## config.mk

```make
export PLATFORM = sky130hd
export DESIGN_NAME = sha1_icv_append_verify_unit
export DESIGN_NICKNAME = d
export VERILOG_FILES = /design/src/s1icv_pkg.sv /design/src/s1icv_fifo.sv /design/src/s1icv_front.sv /design/src/s1icv_back.sv /design/src/sha1_icv_append_verify_unit.sv
export SDC_FILE = /design/constraint.sdc
export NUM_CORES = 2
export LEC_CHECK = 0
export ABC_AREA = 1
export BUFFER_PORTS_ARGS = -buffer_cell sky130_fd_sc_hd__buf_2
export CORE_MARGIN = 3
export CORE_UTILIZATION = 45
export DETAILED_ROUTE_END_ITERATION = 10
export GPL_ROUTABILITY_DRIVEN = 0
export PLACE_DENSITY_LB_ADDON = 0.3
export SLEW_MARGIN = 20
export SYNTH_ARGS = -nofsm -noshare
export SYNTH_HDL_FRONTEND = slang
export SYNTH_SLANG_ARGS = --single-unit
```

## constraint.sdc

```tcl
create_clock -name clk -period 31.7 [get_ports clk]
set_input_delay 0 -clock clk [delete_from_list [all_inputs] [get_ports clk]]
set_output_delay 0 -clock clk [all_outputs]
set_load 0.02 [all_outputs]
```

## src/s1icv_pkg.sv

```systemverilog
// Shared types and constants for the SHA-1 tag append and verify unit.
package s1icv_pkg;

  localparam logic [31:0] SHA_INIT [5] = '{
    32'h67452301, 32'hEFCDAB89, 32'h98BADCFE, 32'h10325476, 32'hC3D2E1F0
  };

  localparam logic [31:0] SHA_K0 = 32'h5A827999;
  localparam logic [31:0] SHA_K1 = 32'h6ED9EBA1;
  localparam logic [31:0] SHA_K2 = 32'h8F1BBCDC;
  localparam logic [31:0] SHA_K3 = 32'hCA62C1D6;

  localparam logic [6:0] LAST_ROUND = 7'd79;
  localparam logic [5:0] LAST_POS   = 6'd63;
  localparam logic [5:0] LEN_POS    = 6'd56;
  localparam logic [7:0] PAD_MARK   = 8'h80;

  // Control bits of one request from the front to the back.
  typedef struct packed {
    logic hash;
    logic eop;
    logic vmode;
    logic short_pkt;
  } cmd_ctl_t;

  typedef struct packed {
    logic [7:0]  data;
    logic        valid;
    logic        last;
    logic        fail;
    logic [31:0] drops;
  } out_item_t;

endpackage

```

## src/s1icv_fifo.sv

```systemverilog
// Small synchronous queue used between the front, the back and the result port.
module s1icv_fifo #(
  parameter int WIDTH = 8,
  parameter int DEPTH = 2
) (
  input  logic             clk,
  input  logic             rst_n,
  input  logic             wr_en,
  input  logic [WIDTH-1:0] wr_data,
  output logic             full,
  input  logic             rd_en,
  output logic [WIDTH-1:0] rd_data,
  output logic             empty
);
  localparam int PW = (DEPTH > 1) ? $clog2(DEPTH) : 1;
  localparam int CW = $clog2(DEPTH + 1);

  logic [WIDTH-1:0] mem_r [DEPTH];
  logic [PW-1:0]    wr_ptr_r, rd_ptr_r;
  logic [CW-1:0]    count_r;
  logic             do_wr, do_rd;

  assign full    = (count_r == CW'(DEPTH));
  assign empty   = (count_r == '0);
  assign do_wr   = wr_en && !full;
  assign do_rd   = rd_en && !empty;
  assign rd_data = mem_r[rd_ptr_r];

  always_ff @(posedge clk) begin
    if (do_wr) begin
      mem_r[wr_ptr_r] <= wr_data;
    end
  end

  always_ff @(posedge clk) begin
    if (!rst_n) begin
      wr_ptr_r <= '0;
      rd_ptr_r <= '0;
      count_r  <= '0;
    end else begin
      if (do_wr) begin
        wr_ptr_r <= (wr_ptr_r == PW'(DEPTH - 1)) ? '0 : wr_ptr_r + 1'b1;
      end
      if (do_rd) begin
        rd_ptr_r <= (rd_ptr_r == PW'(DEPTH - 1)) ? '0 : rd_ptr_r + 1'b1;
      end
      count_r <= count_r + CW'(do_wr) - CW'(do_rd);
    end
  end
endmodule

```

## src/s1icv_front.sv

```systemverilog
// Front end: mode register, tag delay line and request classification.
module s1icv_front import s1icv_pkg::*; #(
  parameter int TAG_BYTES = 12
) (
  input  logic                   clk,
  input  logic                   rst_n,
  input  logic                   cfg_we,
  input  logic                   cfg_wdata,
  input  logic                   push,
  output logic                   full,
  input  logic [7:0]             in_data_byte,
  input  logic                   in_end_of_packet,
  output logic                   cmd_push,
  input  logic                   cmd_full,
  output logic [7:0]             cmd_byte,
  output cmd_ctl_t               cmd_ctl,
  output logic [TAG_BYTES*8-1:0] cmd_tag
);
  localparam int FW = $clog2(TAG_BYTES + 1);
  localparam int TI = $clog2(TAG_BYTES);

  logic          mode_r;
  logic [7:0]    tag_r [TAG_BYTES];
  logic [7:0]    tag_nxt [TAG_BYTES];
  logic [FW-1:0] fill_r, fill_nxt;
  logic          accept, hash;

  assign full   = cmd_full;
  assign accept = push && !cmd_full;

  always_comb begin
    tag_nxt  = tag_r;
    fill_nxt = fill_r;
    hash     = 1'b1;
    cmd_byte = in_data_byte;
    if (mode_r) begin
      if (fill_r < FW'(TAG_BYTES)) begin
        tag_nxt[fill_r[TI-1:0]] = in_data_byte;
        fill_nxt = fill_r + 1'b1;
        hash     = 1'b0;
      end else begin
        cmd_byte = tag_r[0];
        for (int j = 0; j < TAG_BYTES - 1; j++) begin
          tag_nxt[j] = tag_r[j+1];
        end
        tag_nxt[TAG_BYTES-1] = in_data_byte;
      end
    end
    for (int j = 0; j < TAG_BYTES; j++) begin
      cmd_tag[8*j +: 8] = tag_nxt[j];
    end
  end

  assign cmd_ctl.hash      = hash;
  assign cmd_ctl.eop       = in_end_of_packet;
  assign cmd_ctl.vmode     = mode_r;
  assign cmd_ctl.short_pkt = (fill_nxt < FW'(TAG_BYTES));
  assign cmd_push          = accept && (hash || in_end_of_packet);

  always_ff @(posedge clk) begin
    if (accept) begin
      tag_r <= tag_nxt;
    end
  end

  always_ff @(posedge clk) begin
    if (!rst_n) begin
      mode_r <= 1'b0;
      fill_r <= '0;
    end else begin
      if (cfg_we) begin
        mode_r <= cfg_wdata;
      end
      if (accept) begin
        fill_r <= in_end_of_packet ? '0 : fill_nxt;
      end
    end
  end
endmodule

```

## src/s1icv_back.sv

```systemverilog
// Back end: SHA-1 block buffer, round engine, padding, tag output and check.
module s1icv_back import s1icv_pkg::*; #(
  parameter int LENGTH_BITS = 16,
  parameter int TAG_BYTES   = 12
) (
  input  logic                   clk,
  input  logic                   rst_n,
  input  logic                   cmd_empty,
  output logic                   cmd_pop,
  input  logic [7:0]             cmd_byte,
  input  cmd_ctl_t               cmd_ctl,
  input  logic [TAG_BYTES*8-1:0] cmd_tag,
  input  logic                   out_full,
  output logic                   out_push,
  output out_item_t              out_item
);
  localparam int TW = $clog2(TAG_BYTES);

  typedef enum logic [7:0] {
    B_IDLE    = 8'b0000_0001,
    B_BYTE    = 8'b0000_0010,
    B_PADINIT = 8'b0000_0100,
    B_PAD     = 8'b0000_1000,
    B_ROUND   = 8'b0001_0000,
    B_FINAL   = 8'b0010_0000,
    B_TAG     = 8'b0100_0000,
    B_STAT    = 8'b1000_0000
  } bstate_t;

  bstate_t                state_r;
  logic [7:0]             byte_r;
  cmd_ctl_t               ctl_r;
  logic [TAG_BYTES*8-1:0] tag_r;
  logic [31:0]            blk_r [16];
  logic [31:0]            chain_r [5];
  logic [31:0]            a_r, b_r, c_r, d_r, e_r;
  logic [6:0]             rnd_r;
  logic [LENGTH_BITS-1:0] len_r;
  logic [5:0]             pos_r;
  logic                   first_r, lenph_r, padding_r, pad_done_r;
  logic [TW-1:0]          tidx_r;
  logic [31:0]            drops_r, drops_nxt;

  logic [31:0] f, k, t, w_new;
  logic [63:0] len_bits;
  logic [7:0]  len_byte, pad_byte;
  logic        pad_len, fail, tag_last;

  function automatic logic [7:0] dig_byte(input logic [4:0] i);
    logic [31:0] wd;
    wd = chain_r[i[4:2]];
    return wd[{~i[1:0], 3'b000} +: 8];
  endfunction

  always_comb begin
    if (rnd_r < 7'd20) begin
      f = (b_r & c_r) | (~b_r & d_r);
      k = SHA_K0;
    end else if (rnd_r < 7'd40) begin
      f = b_r ^ c_r ^ d_r;
      k = SHA_K1;
    end else if (rnd_r < 7'd60) begin
      f = (b_r & c_r) | (b_r & d_r) | (c_r & d_r);
      k = SHA_K2;
    end else begin
      f = b_r ^ c_r ^ d_r;
      k = SHA_K3;
    end
  end

  assign t        = {a_r[26:0], a_r[31:27]} + f + e_r + k + blk_r[0];
  assign w_new    = {1'b0, 31'b0} | ({(blk_r[13] ^ blk_r[8] ^ blk_r[2] ^ blk_r[0])} << 1)
                  | ((blk_r[13] ^ blk_r[8] ^ blk_r[2] ^ blk_r[0]) >> 31);
  assign len_bits = 64'(len_r) << 3;
  assign len_byte = len_bits[{~pos_r[2:0], 3'b000} +: 8];
  assign pad_len  = !first_r && (lenph_r || pos_r == LEN_POS);
  assign pad_byte = first_r ? PAD_MARK : (pad_len ? len_byte : 8'h00);
  assign tag_last = (tidx_r == TW'(TAG_BYTES - 1));

  always_comb begin
    fail = ctl_r.short_pkt;
    for (int j = 0; j < TAG_BYTES; j++) begin
      if (tag_r[8*j +: 8] != dig_byte(5'(j))) begin
        fail = 1'b1;
      end
    end
    drops_nxt = (fail && drops_r != '1) ? drops_r + 1'b1 : drops_r;
  end

  assign cmd_pop  = (state_r == B_IDLE) && !cmd_empty;
  assign out_push = !out_full &&
                    (state_r == B_BYTE || state_r == B_TAG || state_r == B_STAT);

  always_comb begin
    out_item = '{data: byte_r, valid: 1'b1, last: 1'b0, fail: 1'b0, drops: drops_r};
    if (state_r == B_TAG) begin
      out_item.data = dig_byte(5'(tidx_r));
      out_item.last = tag_last;
    end else if (state_r == B_STAT) begin
      out_item = '{data: 8'h00, valid: 1'b0, last: 1'b1, fail: fail, drops: drops_nxt};
    end
  end

  always_ff @(posedge clk) begin
    if (!rst_n) begin
      state_r <= B_IDLE;
      len_r   <= '0;
      drops_r <= '0;
      chain_r <= SHA_INIT;
    end else begin
      unique case (state_r)
        B_IDLE: begin
          if (!cmd_empty) begin
            byte_r  <= cmd_byte;
            ctl_r   <= cmd_ctl;
            tag_r   <= cmd_tag;
            state_r <= cmd_ctl.hash ? B_BYTE : B_PADINIT;
          end
        end
        B_BYTE: begin
          if (!out_full) begin
            blk_r[len_r[5:2]][{~len_r[1:0], 3'b000} +: 8] <= byte_r;
            len_r     <= len_r + 1'b1;
            padding_r <= 1'b0;
            if (len_r[5:0] == LAST_POS) begin
              {a_r, b_r, c_r, d_r, e_r} <=
                {chain_r[0], chain_r[1], chain_r[2], chain_r[3], chain_r[4]};
              rnd_r   <= '0;
              state_r <= B_ROUND;
            end else begin
              state_r <= ctl_r.eop ? B_PADINIT : B_IDLE;
            end
          end
        end
        B_PADINIT: begin
          pos_r   <= len_r[5:0];
          first_r <= 1'b1;
          lenph_r <= 1'b0;
          state_r <= B_PAD;
        end
        B_PAD: begin
          blk_r[pos_r[5:2]][{~pos_r[1:0], 3'b000} +: 8] <= pad_byte;
          first_r <= 1'b0;
          if (pad_len) begin
            lenph_r <= 1'b1;
          end
          pos_r <= pos_r + 1'b1;
          if (pos_r == LAST_POS) begin
            {a_r, b_r, c_r, d_r, e_r} <=
              {chain_r[0], chain_r[1], chain_r[2], chain_r[3], chain_r[4]};
            rnd_r      <= '0;
            padding_r  <= 1'b1;
            pad_done_r <= pad_len;
            state_r    <= B_ROUND;
          end
        end
        B_ROUND: begin
          e_r <= d_r;
          d_r <= c_r;
          c_r <= {b_r[1:0], b_r[31:2]};
          b_r <= a_r;
          a_r <= t;
          for (int i = 0; i < 15; i++) begin
            blk_r[i] <= blk_r[i+1];
          end
          blk_r[15] <= w_new;
          rnd_r <= rnd_r + 1'b1;
          if (rnd_r == LAST_ROUND) begin
            state_r <= B_FINAL;
          end
        end
        B_FINAL: begin
          chain_r[0] <= chain_r[0] + a_r;
          chain_r[1] <= chain_r[1] + b_r;
          chain_r[2] <= chain_r[2] + c_r;
          chain_r[3] <= chain_r[3] + d_r;
          chain_r[4] <= chain_r[4] + e_r;
          tidx_r     <= '0;
          if (padding_r) begin
            if (pad_done_r) begin
              state_r <= ctl_r.vmode ? B_STAT : B_TAG;
            end else begin
              state_r <= B_PAD;
            end
          end else begin
            state_r <= ctl_r.eop ? B_PADINIT : B_IDLE;
          end
        end
        B_TAG: begin
          if (!out_full) begin
            tidx_r <= tidx_r + 1'b1;
            if (tag_last) begin
              chain_r <= SHA_INIT;
              len_r   <= '0;
              state_r <= B_IDLE;
            end
          end
        end
        B_STAT: begin
          if (!out_full) begin
            drops_r <= drops_nxt;
            chain_r <= SHA_INIT;
            len_r   <= '0;
            state_r <= B_IDLE;
          end
        end
        default: state_r <= B_IDLE;
      endcase
    end
  end

  a_no_push_when_full: assert property (@(posedge clk) disable iff (!rst_n)
    !(out_push && out_full))
    else $error("result pushed into a full queue");

  a_drops_monotonic: assert property (@(posedge clk) disable iff (!rst_n)
    $past(rst_n) |-> drops_r >= $past(drops_r))
    else $error("drop count went backwards");

  a_round_then_final: assert property (@(posedge clk) disable iff (!rst_n)
    (state_r == B_ROUND && rnd_r == LAST_ROUND) |=> state_r == B_FINAL)
    else $error("compression did not finish after the last round");

  a_pop_only_idle: assert property (@(posedge clk) disable iff (!rst_n)
    cmd_pop |=> (state_r == B_BYTE || state_r == B_PADINIT))
    else $error("request taken outside the idle state");
endmodule

```

## src/sha1_icv_append_verify_unit.sv

```systemverilog
// Top level: SHA-1 truncated tag append (compute mode) or check and strip (verify mode).
// A forwarded byte passes the command queue, the back end's byte register and the result
// queue; the back end takes no new request before the last is forwarded, and each 64-byte
// block adds a compression (80 rounds plus the chaining add). Packet end adds one padding
// byte per cycle between compressions, one or two compressions, then the tag or the verdict.
// Synchronous active-low reset: compute mode, empty queues, drop count zero.
module sha1_icv_append_verify_unit import s1icv_pkg::*; #(
  parameter int LENGTH_BITS = 16,
  parameter int TAG_BYTES   = 12
) (
  input  logic        clk,
  input  logic        rst_n,
  input  logic        cfg_we,
  input  logic        cfg_wdata,
  input  logic        push,
  output logic        full,
  input  logic [7:0]  in_data_byte,
  input  logic        in_end_of_packet,
  output logic        empty,
  input  logic        pop,
  output logic [7:0]  out_byte,
  output logic        out_byte_valid,
  output logic        out_last_of_packet,
  output logic        out_auth_fail,
  output logic [31:0] out_drops_so_far
);
  localparam int CMD_W = 8 + $bits(cmd_ctl_t) + TAG_BYTES * 8;
  localparam int OUT_W = $bits(out_item_t);

  logic                   f_push, c_full, c_empty, c_pop;
  logic [7:0]             f_byte, b_byte;
  cmd_ctl_t               f_ctl, b_ctl;
  logic [TAG_BYTES*8-1:0] f_tag, b_tag;
  logic                   o_full, o_push;
  out_item_t              o_item, q_item;

  s1icv_front #(.TAG_BYTES(TAG_BYTES)) u_front (
    .clk, .rst_n, .cfg_we, .cfg_wdata, .push, .full,
    .in_data_byte, .in_end_of_packet,
    .cmd_push(f_push), .cmd_full(c_full), .cmd_byte(f_byte),
    .cmd_ctl(f_ctl), .cmd_tag(f_tag)
  );

  s1icv_fifo #(.WIDTH(CMD_W), .DEPTH(2)) u_cmd_q (
    .clk, .rst_n,
    .wr_en(f_push), .wr_data({f_byte, f_ctl, f_tag}), .full(c_full),
    .rd_en(c_pop), .rd_data({b_byte, b_ctl, b_tag}), .empty(c_empty)
  );

  s1icv_back #(.LENGTH_BITS(LENGTH_BITS), .TAG_BYTES(TAG_BYTES)) u_back (
    .clk, .rst_n,
    .cmd_empty(c_empty), .cmd_pop(c_pop), .cmd_byte(b_byte),
    .cmd_ctl(b_ctl), .cmd_tag(b_tag),
    .out_full(o_full), .out_push(o_push), .out_item(o_item)
  );

  s1icv_fifo #(.WIDTH(OUT_W), .DEPTH(4)) u_out_q (
    .clk, .rst_n,
    .wr_en(o_push), .wr_data(o_item), .full(o_full),
    .rd_en(pop), .rd_data(q_item), .empty(empty)
  );

  assign out_byte           = q_item.data;
  assign out_byte_valid     = q_item.valid;
  assign out_last_of_packet = q_item.last;
  assign out_auth_fail      = q_item.fail;
  assign out_drops_so_far   = q_item.drops;
endmodule

```

==> impl_results.md <==
* Clock tree buffer depth at 3
* Via count at around 65000
* Register area share after synthesis at 53.49%
* Hpwl dp at 178500 um
* Max Freq at 0.1641 GHz
* Cell taking the most area after synthesis: edfxtp_1
* Worst path required time at 32.27 ns
* Final worst path period share at 19.22%
* Setup violations, final at 0
* Maximum vdd drop at 0.04434 mV
* Gate count after technology mapping at 8799
* Final hold viol count at 0
* Pwr per Cell Area at 59.76 nW/um^2
* IO Port Bufs at 59
* Antenna-violating nets left at 0
* Outcome: finished, final reports clean
* Antenna violations before repair at 11
* Clk_lat worst skew at ~0.85 ns
* Setup Crit Path Kind: flip-flop to flip-flop
* Core Rows at approximately 150
* Syn. warnings at 0
* Post-CTS resize count at 0
* Syn Area/Cell at 9.191 um^2
* GRT Util Overall at 26.40%
* Finished Cell Area at 88450 um^2
* Fin util at 49.84%
* Vias per std cell at between 5 and 6
* Leak Pwr at between 30 and 40 nW
* HP Start: in_end_of_packet
* Seq cells post-synth at 1519
* Layout Nets at 9115
* CP Launch Type: flip-flop
* Die Span Y at 429.9 um
* Register-to-Register Setup Slack at 25.61 ns
* TritonCTS clock tree: done
* Crit Reg-Reg Endpoint: u_back.a_r[27]
* Crit Path Max Fanout at 34
* Total die area at 184800 um^2
* Fraction of layout cells with a size suffix above 1 at approximately 6%
* Final Max Slew Viols at 0
* CTS Root Cell: clkbuf_16
* Hold WS at 0.1262 ns
* CTS sink cnt at around 1500
* FF-to-FF Start: u_back.rnd_r[6]
* Post-DP Area at 83210 um^2
* Largest net degree at the start of global routing at 222
* DRC errors left at 0
* Endpoint, Worst Hold: u_cmd_q.mem_r[1][98]
* Critical Path End Type: flip-flop
* Routed wire length at about 250000 um
* Htree depth at 4
* Mapped Area at 80870 um^2
* Layout area overhead at 9.377%
* Vias in the first global route at 59970
* Grt ovf at 0
* RSZ-0062 raised after global routing: no
* Slew HR at 11.65%
* Post-synth cell types at 53
* Postcts setup bufs at 0
* Arr. time, crit path at 6.67 ns
* Core Footprint at 177500 um^2
* Maxcap violations at 0
* Fin crit period at 6.092 ns
* Yosys top cell area share at 47.68%
* Hold path cells at 2
* Setup_tns at 0 ns
* Fillcell total at 16200
* Wire length per cell at 22.33 um
* Ports at 60
* Clock skew at around 0.039 ns
* HP Class: input port to flip-flop
* CTS clk-pin slew, worst paths at approximately 0.070 ns
* Mapped Nets at roughly 9200
* DRT iter0 DRCs at 8400
* Post-layout power at 0.005286 W
* Die X at around 430 um
* Top cells by area, synth: edfxtp_1 (48%), nand2_1 (11%), dfxtp_1 (5.8%), o21ai_0 (4.2%), inv_1 (4.1%)
* Clock buffer count from CTS at 159
* Worst reg2reg path depth at 26
* First-pass GRT wire length at 373200 um
* Initial Utilization at 45.57%
* DRT Pass-1 Iters at 9
* Worst-margin pin slew at 1.309 ns
worst max path at each step:
stage	from	endpoint	slack (ns)	cells past startpoint
floorplan	u_back.pos_r[0]	u_back.a_r[0]	21.67	12
global placement	u_back.rnd_r[4]	u_back.a_r[27]	25.49	26
detailed placement	u_back.rnd_r[6]	u_back.a_r[27]	25.43	26
CTS	u_back.rnd_r[6]	u_back.a_r[27]	25.41	26
global route	u_back.rnd_r[6]	u_back.a_r[27]	25.17	26
finish	u_back.rnd_r[6]	u_back.a_r[27]	25.61	26
state kept, by name (all words and copies together), names as in the netlist, 96 cells and up, named ones only:
register        flops
u_back.blk_r      512
u_cmd_q.mem_r     216
u_out_q.mem_r     172
u_back.chain_r    160
u_back.tag_r       96
u_front.tag_r      96
per-layer routing:
metal  GRT usage (%)  part of all wire [%]  up-vias
li1                -                     -    29790
met1           36.26                    40    30990
met2           38.42                    42     3467
met3           7.110                    12      683
met4           13.35                   5.6        6
met5               0                 0.012        -
stage by stage:
step                      setup slack (ns)  cells
after floorplan                      21.67   8799
after global placement               25.49  10890
after detailed placement             25.43  10890
after CTS                            25.41  11200
after global routing                 25.17  11200
final                                25.61  11200
final cells by class:
cell class	count	area (um^2)	area share (%)
Multi-Input combinational cell	6020	32930	37.22
Inverter	903	3402	3.846
Clock inverter	84	810.8	0.9166
Antenna cell	2	5.005	0.005658
Tap cell	2340	2928	3.310
Timing Repair Buffer	127	882.1	0.9972
Sequential cell	1519	43270	48.92
Clock buffer	207	4232	4.784
power breakdown:
group	switching [W]	internal (W)
sequential	0.0000982	0.00243
combinational	0.000661	0.000276
clock	0.000808	0.00102
total	0.00157	0.00372
synthesized netlist by cell type (all sizes together):
cell / number
nor2: 590
o21ai: 752
o32ai: 7
nor3: 107
a31oi: 52
o311ai: 3
o221ai: 91
inv: 894
a21boi: 11
a32o: 1
nand2: 2407
a31o: 4
xor2: 75
mux2: 107
a41oi: 1
o211a: 1
nand4: 77
or2: 28
buf: 68
ha: 245
clkinv: 9
and3: 2
a211oi: 7
xnor2: 142
clkbuf: 289
dfxtp: 235
a22oi: 2
a21oi: 621
o22ai: 93
edfxtp: 1284
and2: 1
o211ai: 36
nand3b: 18
fa: 125
mux2i: 1
a21o: 33
nand3: 313
o2111ai: 1
nor3b: 1
o21a: 22
o21bai: 26
nor4: 17
cells by family (layout without fill, tap and decap cells):
| family | count (synthesis) | count (layout) | synth area share [%] |
|---|---|---|---|
| simple gates | 3561 | 3561 | 17.73 |
| flops | 1519 | 1519 | 53.49 |
| buf+inv | 1260 | 1321 | 5.941 |
| other cells | 0 | 2 | 0 |
| fa+ha+maj | 370 | 370 | 6.885 |
| mux | 108 | 108 | 1.502 |
| xor+xnor | 217 | 217 | 2.350 |
| compound gates | 1764 | 1764 | 12.10 |
cell usage in the layout, fill, tap and decap left out, types with 12 or more instances in the layout:
master / count
nand2_1: 2402
edfxtp_1: 1284
inv_1: 880
o21ai_0: 676
a21oi_1: 621
nor2_1: 572
nand3_1: 313
ha_1: 245
dfxtp_1: 232
clkbuf_16: 161
xnor2_1: 142
fa_1: 125
mux2_2: 107
nor3_1: 105
o22ai_1: 93
o221ai_1: 91
nand4_1: 75
xor2_1: 75
o21ai_1: 68
buf_2: 59
a31oi_1: 52
buf_4: 49
clkbuf_1: 43
clkinv_1: 36
o211ai_1: 36
a21o_1: 33
or2_2: 28
o21bai_1: 26
clkinv_2: 24
o21a_1: 22
nand3b_1: 18
dlygate4sd3_1: 16
nor4_1: 15
inv_2: 12
timing repair:
action / 4_1_cts / 5_1_grt
endpoints found under the hold margin: 175 / 0
setup endpoints to repair: 0 / 0
hold buffers: 16 / 0
worst max-delay path, stage by stage (launching register included):
cell      delay [ns]
edfxtp_1        0.42
inv_1           0.14
nand3_1         0.45
nand2_1         0.27
nand2_2         0.42
o22ai_1         0.28
a21oi_1         0.14
fa_1            0.56
inv_1           0.05
fa_1            0.49
fa_1            0.41
inv_1           0.06
ha_1            0.14
inv_1           0.08
fa_1            0.47
inv_1           0.10
nand4_1         0.09
nand2_1         0.16
nand2_1         0.08
nand2_1         0.12
inv_1           0.10
o21ai_0         0.34
nand2_1         0.16
nand3_1         0.10
nand2_1         0.05
nand3_1         0.07
nand2_1         0.06
Power figures use the tool's default switching activity.
